### config.mk
export PLATFORM = sky130hd
export DESIGN_NAME = mcmc_ctrl
export DESIGN_NICKNAME = d
export VERILOG_FILES = /design/src/rtl/core/mcmc_pkg.sv /design/src/rtl/core/mcmc_ctrl.sv
export VERILOG_INCLUDE_DIRS = /design/src /design/src/rtl/core
export SDC_FILE = /design/constraint.sdc
export NUM_CORES = 1
export LEC_CHECK = 0
export ABC_AREA = 1
export BUFFER_PORTS_ARGS = -buffer_cell sky130_fd_sc_hd__buf_4
export CORE_MARGIN = 5
export CORE_UTILIZATION = 50
export DETAILED_ROUTE_END_ITERATION = 8
export GPL_ROUTABILITY_DRIVEN = 0
export GPL_TIMING_DRIVEN = 0
export PLACE_DENSITY = 0.75
export SYNTH_ARGS = -nofsm -noshare
export SYNTH_HDL_FRONTEND = slang
export SYNTH_SLANG_ARGS = --single-unit
### constraint.sdc
create_clock -name clk_i -period 3.35 [get_ports clk_i]
set_input_delay 0.67 -clock clk_i [delete_from_list [all_inputs] [get_ports clk_i]]
set_output_delay 0.67 -clock clk_i [all_outputs]
set_load 0.03 [all_outputs]
### src/rtl/core/assert_macros.svh
// Assertion helpers, clocked on clk_i and disabled while rst_ni is low.
`ifndef ASSERT_MACROS_SVH
`define ASSERT_MACROS_SVH

// Same-cycle implication.
`define MCMC_ASSERT_IMPLY(label, ante, cons, msg) \
  label: assert property (@(posedge clk_i) disable iff (!rst_ni) (ante) |-> (cons)) \
    else $error(msg);

// Next-cycle implication.
`define MCMC_ASSERT_NEXT(label, ante, cons, msg) \
  label: assert property (@(posedge clk_i) disable iff (!rst_ni) (ante) |=> (cons)) \
    else $error(msg);

`endif

### src/rtl/core/mcmc_pkg.sv
`timescale 1ns / 1ps

package mcmc_pkg;

  localparam int MAX_MATRICES = 64;
  localparam int DIM_WIDTH    = 16;
  localparam int DIM_DEPTH    = MAX_MATRICES + 1;
  localparam int COST_DEPTH   = MAX_MATRICES * MAX_MATRICES;

  localparam int DIM_FIELD_W  = 16;
  localparam int COST_W       = 54;
  localparam int SPLIT_W      = 6;
  localparam int STATUS_W     = 2;
  localparam int IN_TDATA_W   = ((DIM_FIELD_W + 7) / 8) * 8;
  localparam int OUT_TDATA_W  = ((COST_W + SPLIT_W + 7) / 8) * 8;

  localparam int IDX_W        = $clog2(MAX_MATRICES);
  localparam int CNT_W        = $clog2(DIM_DEPTH + 1);
  localparam int DADDR_W      = $clog2(DIM_DEPTH);
  localparam int COST_AW      = $clog2(COST_DEPTH);
  localparam int PAB_W        = 2 * DIM_WIDTH;
  localparam int PROD_W       = 3 * DIM_WIDTH;

  typedef enum logic [STATUS_W-1:0] {
    STATUS_OK,
    STATUS_SHORT,
    STATUS_LONG
  } status_e;

  typedef enum logic [2:0] {
    ST_LOAD,
    ST_RD_A,
    ST_RD_B,
    ST_MUL,
    ST_ISSUE,
    ST_DRAIN,
    ST_NEXT,
    ST_DONE
  } ctrl_state_e;

  typedef struct packed {
    logic               dim_we;
    logic [DADDR_W-1:0] dim_waddr;
    logic [DADDR_W-1:0] dim_raddr;
    logic               pa_load;
    logic               pab_load;
    logic               issue;
    logic               first;
    logic               zero_b;
    logic [IDX_W-1:0]   row;
    logic [IDX_W-1:0]   col;
    logic [IDX_W-1:0]   k;
    logic               cost_we;
    logic               out_load;
    logic               out_zero;
    status_e            out_status;
  } dp_cmd_t;

  typedef struct packed {
    logic busy;
  } dp_sts_t;

endpackage

### src/rtl/core/mcmc_ctrl.sv
`timescale 1ns / 1ps
`include "assert_macros.svh"

module mcmc_ctrl (
  input  logic                clk_i,
  input  logic                rst_ni,
  input  logic                s_valid_i,
  input  logic                s_last_i,
  output logic                s_ready_o,
  output logic                m_valid_o,
  input  logic                m_ready_i,
  output mcmc_pkg::dp_cmd_t   cmd_o,
  input  mcmc_pkg::dp_sts_t   sts_i
);

  mcmc_pkg::ctrl_state_e         state_q, state_d;
  logic [mcmc_pkg::CNT_W-1:0]    cnt_q, cnt_d;
  logic                          ovf_q, ovf_d;
  logic [mcmc_pkg::CNT_W-1:0]    n_q, n_d;
  logic [mcmc_pkg::CNT_W-1:0]    len_q, len_d;
  logic [mcmc_pkg::IDX_W-1:0]    a_q, a_d;
  logic [mcmc_pkg::IDX_W-1:0]    k_q, k_d;
  mcmc_pkg::status_e             status_q, status_d;
  logic                          out_valid_q, out_valid_d;

  logic                          accept;
  logic                          has_room;
  logic [mcmc_pkg::CNT_W-1:0]    cnt_inc;
  logic                          ovf_nx;
  mcmc_pkg::status_e             status_nx;
  logic                          go_fill;
  logic [mcmc_pkg::IDX_W-1:0]    b;
  logic                          last_k;
  logic                          a_last;
  logic                          len_last;
  logic                          out_free;

  assign accept    = s_valid_i && (state_q == mcmc_pkg::ST_LOAD);
  assign has_room  = cnt_q < mcmc_pkg::CNT_W'(mcmc_pkg::DIM_DEPTH);
  assign cnt_inc   = cnt_q + mcmc_pkg::CNT_W'(has_room);
  assign ovf_nx    = ovf_q || !has_room;
  assign status_nx = ovf_nx ? mcmc_pkg::STATUS_LONG :
                     (cnt_inc < mcmc_pkg::CNT_W'(2)) ? mcmc_pkg::STATUS_SHORT :
                     mcmc_pkg::STATUS_OK;
  // two dimensions is a single matrix: nothing to fill
  assign go_fill   = (status_nx == mcmc_pkg::STATUS_OK) && (cnt_inc > mcmc_pkg::CNT_W'(2));
  assign b         = mcmc_pkg::IDX_W'(mcmc_pkg::CNT_W'(a_q) + len_q - mcmc_pkg::CNT_W'(1));
  assign last_k    = (k_q == b - mcmc_pkg::IDX_W'(1));
  assign a_last    = (mcmc_pkg::CNT_W'(a_q) + len_q) >= n_q;
  assign len_last  = len_q >= n_q;
  assign out_free  = !out_valid_q || m_ready_i;

  always_comb begin
    state_d = state_q;
    case (state_q)
      mcmc_pkg::ST_LOAD: begin
        if (accept && s_last_i) begin
          state_d = go_fill ? mcmc_pkg::ST_RD_A : mcmc_pkg::ST_DONE;
        end
      end
      mcmc_pkg::ST_RD_A:  state_d = mcmc_pkg::ST_RD_B;
      mcmc_pkg::ST_RD_B:  state_d = mcmc_pkg::ST_MUL;
      mcmc_pkg::ST_MUL:   state_d = mcmc_pkg::ST_ISSUE;
      mcmc_pkg::ST_ISSUE: begin
        if (last_k) begin
          state_d = mcmc_pkg::ST_DRAIN;
        end
      end
      mcmc_pkg::ST_DRAIN: begin
        if (!sts_i.busy) begin
          state_d = mcmc_pkg::ST_NEXT;
        end
      end
      mcmc_pkg::ST_NEXT: begin
        state_d = (a_last && len_last) ? mcmc_pkg::ST_DONE : mcmc_pkg::ST_RD_A;
      end
      mcmc_pkg::ST_DONE: begin
        if (out_free) begin
          state_d = mcmc_pkg::ST_LOAD;
        end
      end
      default: state_d = mcmc_pkg::ST_LOAD;
    endcase
  end

  always_comb begin
    cnt_d       = cnt_q;
    ovf_d       = ovf_q;
    n_d         = n_q;
    len_d       = len_q;
    a_d         = a_q;
    k_d         = k_q;
    status_d    = status_q;
    out_valid_d = out_valid_q;
    if (m_ready_i) begin
      out_valid_d = 1'b0;
    end
    case (state_q)
      mcmc_pkg::ST_LOAD: begin
        if (accept) begin
          cnt_d = cnt_inc;
          ovf_d = ovf_nx;
          if (s_last_i) begin
            cnt_d    = '0;
            ovf_d    = 1'b0;
            n_d      = cnt_inc - mcmc_pkg::CNT_W'(1);
            status_d = status_nx;
            len_d    = mcmc_pkg::CNT_W'(2);
            a_d      = '0;
          end
        end
      end
      mcmc_pkg::ST_RD_A:  k_d = a_q;
      mcmc_pkg::ST_ISSUE: k_d = k_q + mcmc_pkg::IDX_W'(1);
      mcmc_pkg::ST_NEXT: begin
        if (a_last) begin
          a_d   = '0;
          len_d = len_q + mcmc_pkg::CNT_W'(1);
        end else begin
          a_d = a_q + mcmc_pkg::IDX_W'(1);
        end
      end
      mcmc_pkg::ST_DONE: begin
        if (out_free) begin
          out_valid_d = 1'b1;
        end
      end
      default: ;
    endcase
  end

  always_comb begin
    cmd_o            = '0;
    cmd_o.dim_we     = accept && has_room;
    cmd_o.dim_waddr  = mcmc_pkg::DADDR_W'(cnt_q);
    cmd_o.dim_raddr  = mcmc_pkg::DADDR_W'(a_q);
    cmd_o.row        = a_q;
    cmd_o.col        = b;
    cmd_o.k          = k_q;
    cmd_o.first      = (k_q == a_q);
    cmd_o.zero_b     = last_k;
    cmd_o.out_status = status_q;
    cmd_o.out_zero   = (status_q != mcmc_pkg::STATUS_OK) || (n_q == mcmc_pkg::CNT_W'(1));
    case (state_q)
      mcmc_pkg::ST_RD_B: begin
        cmd_o.dim_raddr = mcmc_pkg::DADDR_W'(b) + mcmc_pkg::DADDR_W'(1);
        cmd_o.pa_load   = 1'b1;
      end
      mcmc_pkg::ST_MUL:   cmd_o.pab_load = 1'b1;
      mcmc_pkg::ST_ISSUE: begin
        cmd_o.dim_raddr = mcmc_pkg::DADDR_W'(k_q) + mcmc_pkg::DADDR_W'(1);
        cmd_o.issue     = 1'b1;
      end
      mcmc_pkg::ST_DRAIN: cmd_o.cost_we  = !sts_i.busy;
      mcmc_pkg::ST_DONE:  cmd_o.out_load = out_free;
      default: ;
    endcase
  end

  assign s_ready_o = (state_q == mcmc_pkg::ST_LOAD);
  assign m_valid_o = out_valid_q;

  always_ff @(posedge clk_i or negedge rst_ni) begin
    if (!rst_ni) begin
      state_q     <= mcmc_pkg::ST_LOAD;
      cnt_q       <= '0;
      ovf_q       <= 1'b0;
      n_q         <= '0;
      len_q       <= '0;
      a_q         <= '0;
      k_q         <= '0;
      status_q    <= mcmc_pkg::STATUS_OK;
      out_valid_q <= 1'b0;
    end else begin
      state_q     <= state_d;
      cnt_q       <= cnt_d;
      ovf_q       <= ovf_d;
      n_q         <= n_d;
      len_q       <= len_d;
      a_q         <= a_d;
      k_q         <= k_d;
      status_q    <= status_d;
      out_valid_q <= out_valid_d;
    end
  end

  `MCMC_ASSERT_IMPLY(a_issue_range, state_q == mcmc_pkg::ST_ISSUE, (k_q >= a_q) && (k_q < b),
                     "split index outside its cell")
  `MCMC_ASSERT_IMPLY(a_setup_idle, state_q == mcmc_pkg::ST_RD_A, !sts_i.busy,
                     "new cell started with products in flight")
  `MCMC_ASSERT_IMPLY(a_cell_inside, state_q == mcmc_pkg::ST_RD_A,
                     (len_q >= mcmc_pkg::CNT_W'(2)) && (mcmc_pkg::CNT_W'(a_q) + len_q <= n_q),
                     "cell outside the chain")

endmodule

Yosys cells after proc, flatten, opt, wreduce, memory -nomap -nowiden. Cells that the tools add are included.

Flip-flop bits (word level): 40. Latch bits: 0. RAM bits: 0. ROM bits: 0. Input bits: 6. Output and inout bits: 45. Word-level logic and storage cells: 91. Memories: 0.

$add $sub $neg: 10. Multiply operators: 0. Divide/modulo/power cells: 0. $lt $le $gt $ge: 5. Equal/unequal tests: 17. Shift-type cells: 0. Multiplexer cells: 29. Bitwise gates (word level): 0. Reductions and logical operators: 21.

Operators with widths (count): 7-bit two-way mux (4); 7-bit one-hot mux with 2 select lines (2); 3-bit one-hot mux with 8 select lines (1); 6-bit one-hot mux with 2 select lines (2); 3-bit two-way mux (6); 6-bit two-way mux (3); 6-bit by 1-bit adder with 7-bit output, second input constant (2); 7-bit greater-or-equal comparator (2); 6-bit by 1-bit adder with 6-bit output, second input constant (2); 3-bit == test, second input constant (4); 6-bit == test (2); 6-bit by 1-bit subtractor with 6-bit output, second input constant (2); 1-bit two-way mux (10); 2-bit inequality test, second input constant (5); 4-bit AND reduction (2); 6-bit by 7-bit adder with 7-bit output (1); 7-bit by 1-bit adder with 7-bit output (1); 7-bit by 1-bit adder with 7-bit output, second input constant (1); 7-bit by 1-bit == test with 1-bit output, second input constant (1); 7-bit by 2-bit > comparator with 1-bit output, second input constant (1); 7-bit by 2-bit < comparator with 1-bit output, second input constant (1); 7-bit < comparator, second input constant (1); 7-bit by 1-bit subtractor with 7-bit output, second input constant (1); 3-bit by 2-bit == test with 1-bit output, second input constant (2); 11 further kinds (23).

Logic depth before layout (Yosys ltp).
Depth in word-level cells: 10. Gate-level depth with buffers: 21. Gate-level depth less buffers: 21.

Worst setup path after synthesis. Ideal clock, no wire load.

Path kind: register to output. Start point: register a_q[0] (netlist bit). End point: output port cmd_o[34] (netlist bit). Data arrival time: 3.133 ns. Required time: 2.680 ns. Setup slack: -0.453 ns. Stages on the path, launching flop included: 14. Path buffers: 0. Path through: dfrtp_1 -> ha_1 -> fa_1 -> inv_1 -> ha_1 -> inv_1 -> nand2_1 -> nand2_1 -> inv_1 -> nand2_1 -> o21a_1 -> nand2_1 -> or3_4 -> nor3_2.

RTL lines: start: declaration (RTL line mcmc_ctrl.sv:21) `logic [mcmc_pkg::IDX_W-1:0] a_q, a_d;`; start signal: assignment (RTL line mcmc_ctrl.sv:170) `a_q <= '0;`; start signal: assignment (RTL line mcmc_ctrl.sv:180) `a_q <= a_d;`; end: declaration (RTL line mcmc_ctrl.sv:12) `output mcmc_pkg::dp_cmd_t cmd_o,`.

==> results.sh <==
export IMPL_antenna_cells=0
export IMPL_fin_setup_tns_ns=-1.31
export IMPL_fp_coreArea_mm2=0.00679
export IMPL_grt_overflow_total=0
export IMPL_ant_nets=0
export IMPL_postSynthNetCount=538
export IMPL_via_per_inst=5.40
export IMPL_finalHoldViolations=0
export IMPL_synth_seq_cells=40
export IMPL_hp_class="input port to async pin"
export IMPL_drc_errors=0
export IMPL_route_detailed_wl_per_inst_um=14.5
export IMPL_cp_data_required_time_ns=2.68
export IMPL_cp_data_arrival_time_ns=3.01
export IMPL_endpoint_kind="primary output"
export IMPL_hold_worst_slack_ns=0.354
export IMPL_drt_initial_drc_count=266
export IMPL_place_inst=647
export IMPL_start_util_pct=51.3
export IMPL_finalMaxSlewViolations=0
export IMPL_netlist_area_mm2=0.00348
export IMPL_clk_latency_ns=0.29
export IMPL_grt_max_degree=41
export IMPL_ff2ff_path_depth=17
export IMPL_ctsHtreeMaxLevel=2
export IMPL_cpMaxStageDelayCell="fa_2"
export IMPL_status="finished with violations"
export IMPL_crit_family="adder cells"
export IMPL_synth_area_top_cells="dfrtp_1 (29%), nand2_1 (13%), ha_1 (11%), inv_1 (8.5%), nand3_1 (6.2%)"
export IMPL_final_cell_count_no_fill=662
export IMPL_period_needed_ns=3.68
export IMPL_synth_top_area_cell="dfrtp_1"
export IMPL_path_clk_slew_ns=0.07
export IMPL_yosysWarnings=0
export IMPL_grt_pass1_wl_um=15900
export IMPL_vias=3572
export IMPL_synth_edff_count=0
export IMPL_fin_crit_sh_pct=110
export IMPL_setup_viol=5
export IMPL_die_area_mm2=0.00873
export IMPL_slew_headroom_pct=64.5
export IMPL_grt_pass1_vias=3397
export IMPL_max_freq_mhz=272
export IMPL_synthCells=501
export IMPL_crit_buf_inv=4
export IMPL_drv_cap=0
export IMPL_dp_final_hpwl_um=7390
export IMPL_cp_start_kind="flop"
export IMPL_cts_tree="done"
export IMPL_violations="negative setup slack"
export IMPL_synth_common_cells="nand2_1 (124), inv_1 (79), nand3_1 (43)"
export IMPL_yosys_area_top_type_share_pct=28.7
export IMPL_fin_nets=603
export IMPL_crit_fanout=3
export IMPL_wirelength_um=9610
export IMPL_path_class="flop to primary output"
export IMPL_area_growth_pct=23.3
export IMPL_ios=51
export IMPL_rr_endpoint="len_q[6]$_DFFE_PN0P_"
export IMPL_async_flop_share_pct=100
export IMPL_layout_setup_ws_ns=-0.329
export IMPL_port_buffers=50
export IMPL_max_slew_worst_pin_slew_ns=0.533
export IMPL_die_height_um=93.5
export IMPL_cts_inserted_buffers=5
export IMPL_cts_root_buffer="clkbuf_8"
export IMPL_syn_area_per_cell_um2=6.95
export IMPL_die_width_um=93.5
export IMPL_firstDrtPassIters=5
export IMPL_crit_path_cell_trace="ha_4 -> fa_2 -> inv_4 -> ha_4 -> inv_4 -> nand2_4 -> nand2_4 -> inv_2 -> nand2_1 -> o21a_1 -> nand2_2 -> or3_4 -> nor3_4 -> buf_6"
export IMPL_ys_seq_area_share_pct=28.7
export IMPL_grt_setup_unrepaired="yes"
export IMPL_synth_ff_type="dfrtp_1"
export IMPL_clock_skew_final_ns=0.00565
export IMPL_fin_util_pct=63.2
export IMPL_antenna_found_initial=0
export IMPL_post_synth_top_count_cell="nand2_1"
export IMPL_drive_above_1_share_pct=24.9
export IMPL_clockBufferDepth=2
export IMPL_cpPeakStageDelay_ns=0.62
export IMPL_synth_cell_type_count=39
export IMPL_reg2reg_from="len_q[0]$_DFFE_PN0P_"
export IMPL_grt_use_total_pct=22.6
export IMPL_cts_sinks=40
export IMPL_regToRegSetupSlack_ns=0.22
export IMPL_std_cell_rows=30
how the worst max path moves through the flow:
stage,slack [ns],startpoint,cells past startpoint,endpoint
after floorplan,-0.07,a_q[0]$_DFFE_PN0P_,12,cmd_o[34]
after global placement,-0.12,len_q[0]$_DFFE_PN0P_,10,cmd_o[34]
after detailed placement,-0.13,len_q[0]$_DFFE_PN0P_,10,cmd_o[34]
after CTS,-0.26,len_q[0]$_DFFE_PN0P_,15,cmd_o[32]
after global routing,-0.41,len_q[0]$_DFFE_PN0P_,18,cmd_o[33]
final,-0.33,len_q[0]$_DFFE_PN0P_,14,cmd_o[34]
routing by layer:
| metal | vias to the layer above | GRT usage, % | share of wire [%] |
|---|---|---|---|
| met5 | - | 0 | 0 |
| met3 | 19 | 2.82 | 4.1 |
| met4 | 0 | 7.20 | 2.1 |
| li1 | 1760 | - | - |
| met1 | 1676 | 29.4 | 44 |
| met2 | 117 | 38.8 | 50 |
placed cells by master, fill, tap and decap left out, types with 2 or more instances in the layout:
cell and n:
nand4_1 9, ha_4 3, o211ai_1 2, nor2_4 2
a21oi_2 3, nand2_2 15, buf_4 56, o22ai_1 8
a21oi_1 13, xnor2_1 5, nor2_1 36, dfrtp_2 4
nand3_2 5, ha_1 27, inv_2 15, nor4_1 3
nand2_1 115, nand3_4 2, nand3b_1 3, o21ai_2 5
buf_6 7, xor2_1 13, o21ai_0 26, nor2_2 4
clkbuf_8 5, inv_1 71, nand2_4 3, o221ai_1 3
dfrtp_1 36, a211oi_1 2, nand3_1 39, nor3_1 6
o21ai_1 2, nor3_2 2, o21a_1 2, inv_4 2
area by class of cell:
cell class | count | area [um^2]
Multi-Input combinational cell | 367 | 2250
Fill cell | 603 | 2500
Inverter | 88 | 335
Tap cell | 96 | 120
Buffer | 6 | 53.8
Clock buffer | 6 | 72.6
Clock inverter | 1 | 5.00
Sequential cell | 40 | 1010
Timing Repair Buffer | 58 | 450
cells by family (layout without fill, tap and decap cells):
family                   after synthesis  count (layout)  share of synthesized area, %
XOR/XNOR                              18              18                          4.53
AO/OA/AOI/OAI                         71              71                          12.1
AND/OR/NAND/NOR                      247             247                          32.3
flip-flops                            40              40                          28.7
buffers and inverters                 94             159                          10.9
adder cells (fa/ha/maj)               31              31                          11.4
repair_timing:
| action | in CTS | in global routing |
|---|---|---|
| pin swaps | 7 | 7 |
| setup endpoints to repair | 7 | 6 |
| buffers inserted | 5 | 3 |
| endpoints found under the hold margin | 0 | 0 |
| resized for setup | 16 | 15 |
| hold buffers | 0 | 0 |
through the flow:
step | instance area [um^2] | setup slack, ns
after floorplan | 3570 | -0.0735
after global placement | 4070 | -0.115
after detailed placement | 4070 | -0.135
after CTS | 4230 | -0.259
after global routing | 4290 | -0.414
final | 4290 | -0.329
registers in the layout, indices dropped and copies added, names as in the netlist:
signal and flops:
a_q 6, cnt_q 7, k_q 6, len_q 7, m_valid_o 1, n_q 7, ovf_q 1, state_q 3
status_q 2
Power is left out: the tool's default activity adds up to more than one toggle a clock period on the data nets, which glitch-free logic cannot reach.
